## src/hdl/assert_macros.svh

```systemverilog
// Assertion helpers for the RTL
`ifndef ASSERT_MACROS_SVH
`define ASSERT_MACROS_SVH

// Same-cycle implication, inactive during reset
`define PSD_ASSERT_IMP(lbl, ante, cons) \
   lbl: assert property (@(posedge clock) disable iff (reset) (ante) |-> (cons)) \
      else $error("assertion failed");

// Next-cycle implication, inactive during reset
`define PSD_ASSERT_NXT(lbl, ante, cons) \
   lbl: assert property (@(posedge clock) disable iff (reset) (ante) |=> (cons)) \
      else $error("assertion failed");

`endif

```

## src/hdl/psd_pkg.sv

```systemverilog
package psd_pkg;

   localparam int COORD_W   = 24;   // input coordinate width, Q16.8
   localparam int DIFF_W    = 25;   // coordinate difference
   localparam int PROD_W    = 50;   // product of two differences
   localparam int SUM_W     = 51;   // sum of two signed products
   localparam int SQ_W      = 50;   // unsigned squared length / cross magnitude
   localparam int HALF_W    = 25;   // half of a cross magnitude
   localparam int NUM_W     = 2 * SQ_W;  // dividend: square of cross magnitude
   localparam int Q_W       = SQ_W;      // quotient bits, one per divider stage
   localparam int DIST_W    = 25;        // result width
   localparam int ROOT_STEPS = Q_W / 2;  // root bits, one per square root stage
   localparam int SQRT_REM_W = DIST_W + 2;

   localparam logic [DIST_W-1:0] DIST_MAX = 25'd23726566;

   typedef logic signed [COORD_W-1:0] coord_type;
   typedef logic signed [DIFF_W-1:0]  diff_type;

   // Divider operands; the endpoint case divides by one
   typedef struct packed {
      logic [NUM_W-1:0] num;
      logic [SQ_W-1:0]  den;
   } div_op_type;

endpackage

```

## src/hdl/psd_sqrt.sv

```systemverilog
module psd_sqrt (
   input  logic                      clock,
   input  logic                      reset,
   input  logic                      enable,
   input  logic                      in_valid,
   input  logic [psd_pkg::Q_W-1:0]   in_value,
   output logic                      out_valid,
   output logic [psd_pkg::DIST_W-1:0] out_root
);

   logic                           valid_ff [1:psd_pkg::ROOT_STEPS];
   logic [psd_pkg::Q_W-1:0]        val_ff   [1:psd_pkg::ROOT_STEPS];
   logic [psd_pkg::SQRT_REM_W-1:0] rem_ff   [1:psd_pkg::ROOT_STEPS];
   logic [psd_pkg::DIST_W-1:0]     root_ff  [1:psd_pkg::ROOT_STEPS];

   // one root bit per stage, two radicand bits consumed
   for (genvar j = 0; j < psd_pkg::ROOT_STEPS; j++) begin : g_stage
      logic                           v_cur;
      logic [psd_pkg::Q_W-1:0]        n_cur;
      logic [psd_pkg::SQRT_REM_W-1:0] r_cur;
      logic [psd_pkg::DIST_W-1:0]     t_cur;
      logic [psd_pkg::SQRT_REM_W+1:0] rem_n, trial, diff;
      logic                           ge;
      logic [psd_pkg::SQRT_REM_W-1:0] rem_in;

      if (j == 0) begin : g_first
         assign v_cur = in_valid;
         assign n_cur = in_value;
         assign r_cur = '0;
         assign t_cur = '0;
      end else begin : g_next
         assign v_cur = valid_ff[j];
         assign n_cur = val_ff[j];
         assign r_cur = rem_ff[j];
         assign t_cur = root_ff[j];
      end

      always_comb begin
         rem_n  = {r_cur, n_cur[psd_pkg::Q_W-1:psd_pkg::Q_W-2]};
         trial  = {2'b00, t_cur, 2'b01};
         diff   = rem_n - trial;
         ge     = (rem_n >= trial);
         rem_in = ge ? diff[psd_pkg::SQRT_REM_W-1:0] : rem_n[psd_pkg::SQRT_REM_W-1:0];
      end

      always_ff @(posedge clock) begin
         if (reset) begin
            valid_ff[j+1] <= 1'b0;
         end else if (enable) begin
            valid_ff[j+1] <= v_cur;
         end
      end

      always_ff @(posedge clock) begin
         if (enable) begin
            val_ff[j+1]  <= {n_cur[psd_pkg::Q_W-3:0], 2'b00};
            rem_ff[j+1]  <= rem_in;
            root_ff[j+1] <= {t_cur[psd_pkg::DIST_W-2:0], ge};
         end
      end
   end

   assign out_valid = valid_ff[psd_pkg::ROOT_STEPS];
   assign out_root  = root_ff[psd_pkg::ROOT_STEPS];

endmodule

```

## config.mk

```make
export PLATFORM = sky130hd
export DESIGN_NAME = psd_sqrt
export DESIGN_NICKNAME = d
export VERILOG_FILES = /design/src/hdl/assert_macros.svh /design/src/hdl/psd_pkg.sv /design/src/hdl/psd_sqrt.sv
export SDC_FILE = /design/constraint.sdc
export NUM_CORES = 2
export LEC_CHECK = 0
export BUFFER_PORTS_ARGS = -buffer_cell sky130_fd_sc_hd__buf_2
export CAP_MARGIN = 20
export CORE_ASPECT_RATIO = 0.7
export CORE_MARGIN = 5
export CORE_UTILIZATION = 45
export CTS_BUF_LIST = sky130_fd_sc_hd__clkbuf_16
export CTS_CLUSTER_DIAMETER = 40
export DETAILED_ROUTE_END_ITERATION = 7
export MAX_ROUTING_LAYER = met4
export SLEW_MARGIN = 40
export SYNTH_ARGS = -nofsm -noshare
export SYNTH_HDL_FRONTEND = slang
export SYNTH_SLANG_ARGS = --single-unit
```

## constraint.sdc

```tcl
create_clock -name clock -period 3.3 [get_ports clock]
set_clock_uncertainty 0.1 [all_clocks]
set_input_delay 0.165 -clock clock [delete_from_list [all_inputs] [get_ports clock]]
set_output_delay 0.165 -clock clock [all_outputs]
set_load 0.02 [all_outputs]
```

==> results.yml <==
place:
  io_buffers: 79
  dpl.hpwl_um: 104000
  gp_congestion: 0.900
  dpl.cell_count: 7863
  post_dp_cell_area_um2: 77400
finish:
  fin_nets: 6434
  final_cells: 8309
  multi_input_area_um2: 23800
  most-common-layout-cells: "edfxtp_1 (1561), inv_1 (453), nor2_1 (352), ha_1 (347), a21oi_1 (318)"
  antenna_cells: 0
  ff_latch_area_um2: 46900
  drive_gt1_share_pct: 13.7
  nFillCells: 13400
  finish.instance_area_um2: 84900
  synthToLayoutAreaGrowth_pct: 17.5
  final_common_cell: "edfxtp_1"
pwr:
  total_power_uw: 56400
  leakage_uw: 0.0329
  ir_drop_v: 0.000479
  powerDensity_nw_per_um2: 664
detailed_routing:
  routed_wl_um: 146000
  vias_per_cell: 5.30
  wl_per_cell_um: 17.6
  drtIter0Drc: 3956
  dr.pass1.iters: 6
  drc: 0
  ant_nets: 0
  dr_total_vias: 44000
synthesis:
  synth_area_um2: 72300
  ys_warn_count: 0
  ys_ff_latch: 1561
  syn-num-nets: 5891
  syn_avg_cell_area_um2: 13.2
  syn-instance-count: 5485
  ys_seq_area_share_pct: 64.9
  synthDistinctLibCells: 87
  async_flop_share_pct: 0
  synth_edf_count: 1561
  yosys_most_used_dff: "edfxtp_1"
run:
  maxCapViolCount: 0
clocking:
  clock_latency_ns: 0.79
  cts_tree: "yes"
  path_clk_slew_ns: 0.07
  clockBufferDepth: 3
  clock-sinks: 1561
  htreeDepth: 4
  cts-root-buf: "clkbuf_16"
  cts_buffers: 181
timing:
  period_share_pct: 97.9
  setup_viol: 0
  rsz0062_at_grt: "true"
  tightest_slew_ns: 0.682
  hold_slack_ns: 0.0544
  drv_slew: 0
  max_freq_ghz: 0.309
  period_minus_slack_ns: 3.23
  fin_setup_tns_ns: 0
  maxSlewHeadroom_pct: 53.4
  finalHoldViolations: 0
grt:
  grt_max_degree: 103
  grt_overflow_total: 0
  grt_first_pass_wirelength_um: 233000
  grt_pass1_vias: 41800
  antenna_found_initial: 0
  grtUsageTotal_pct: 17.6
setup_path:
  crit_path_end_kind: "register"
  cp.required_ns: 3.74
  setup.worst_path.start_class: "register"
  path_class: "register to register"
  worstPathArrival_ns: 3.67
  crit_fanout: 6
die:
  fp-row-count: 123
  dieArea_um2: 169000
  boundaryPins: 80
  coreArea_um2: 160000
  start_util_pct: 45.1
  die_w_um: 489
  fp.dieH_um: 345
min_path:
  min_path_type: "input pin to register"
outcome:
  status: "finished clean"
[synth_stat cells, types with 78 or more instances]
library cell  number  share of area [%]
inv_1            435                2.3
clkbuf_1          78               0.41
a21oi_1          324                2.2
edfxtp_1        1561                 65
xnor2_1          279                3.4
nand3_1          105               0.73
nor3_1           145                1.0
ha_1             352                6.1
nor2_1           352                1.8
o21ai_0          216                1.5
o21a_1            80               0.83
a21o_1           123                1.3
nand2_1          316                1.6
xor2_1           204                2.5
[metrics by stage]
step,utilization (%),setup WS (ns)
2_1_floorplan,-,0.0173
3_3_place_gp,48.3,-0.147
3_5_place_dp,48.3,-0.107
4_1_cts,52.8,0.00129
5_1_grt,53.0,-0.0310
6_report,53.0,0.0681
[final timing paths]
kind | slack, ns | end | cells past startpoint | startpoint
setup / recovery | 0.07 | rem_ff[10][20]$_DFFE_PP_ | 11 | root_ff[4][33]$_DFFE_PP_
setup reg to reg | 0.07 | rem_ff[10][20]$_DFFE_PP_ | 11 | root_ff[4][33]$_DFFE_PP_
hold / removal | 0.05 | val_ff[0][60]$_DFFE_PP_ | 2 | in_value[12]
hold reg to reg | 0.31 | val_ff[0][518]$_DFFE_PP_ | 0 | val_ff[0][468]$_DFFE_PP_
[area by class of cell]
| cell class | count | share of cell area (%) |
|---|---|---|
| flip-flops and latches | 1561 | 55.2 |
| multi-input cells | 3395 | 28.0 |
| clock buffers | 183 | 5.39 |
| repair buffers | 451 | 4.50 |
| well taps | 2125 | 3.13 |
| inverters | 438 | 1.94 |
| clock inverters | 156 | 1.86 |
[kinds of logic after synthesis]
family | synth area share, %
AO/OA/AOI/OAI | 9.10
other | 0.00519
adder cells (fa/ha/maj) | 6.09
XOR/XNOR | 5.85
multiplexers | 1.21
AND/OR/NAND/NOR | 10.1
buffers and inverters | 2.76
flip-flops | 64.9
[sequential cells by signal (all words and copies together) (netlist names)]
name and cells:
rem_ff 611, val_ff 600, root_ff 325, valid_ff 25
[layer usage]
layer  part of all wire (%)  routed length (um)  GRT usage, %
met4                    1.5                2250          3.91
met3                    6.2                9090          3.12
met2                     39               57600          22.8
met5                      0                   0             -
met1                     53               77300          28.5
[worst max-delay path: stages, from the launching register on]
cell and delay, ns:
edfxtp_1 0.41, inv_1 0.08, ha_2 0.31, a2111o_1 0.47
or3b_2 0.51, nor3_2 0.17, and2_1 0.21, a31oi_1 0.13
nand3b_1 0.25, buf_4 0.17, nor3_1 0.05, xor2_1 0.14
[timing repair]
item | CTS | global route
pin swaps | 1 | 15
endpoints found under the setup margin | 10 | 243
cloned | 0 | 1
buffers inserted | 0 | 5
resized for setup | 5 | 68
hold buffers | 101 | 0
hold endpoints to repair | 499 | 0
[where the power goes]
group / switching (uW) / internal, uW / leakage, uW
sequential: 1420 / 24700 / 0.0150
clock: 8400 / 11800 / 0.00306
combinational: 5540 / 4530 / 0.0148
total: 15400 / 41000 / 0.0329
Power figures use the tool's default switching activity.
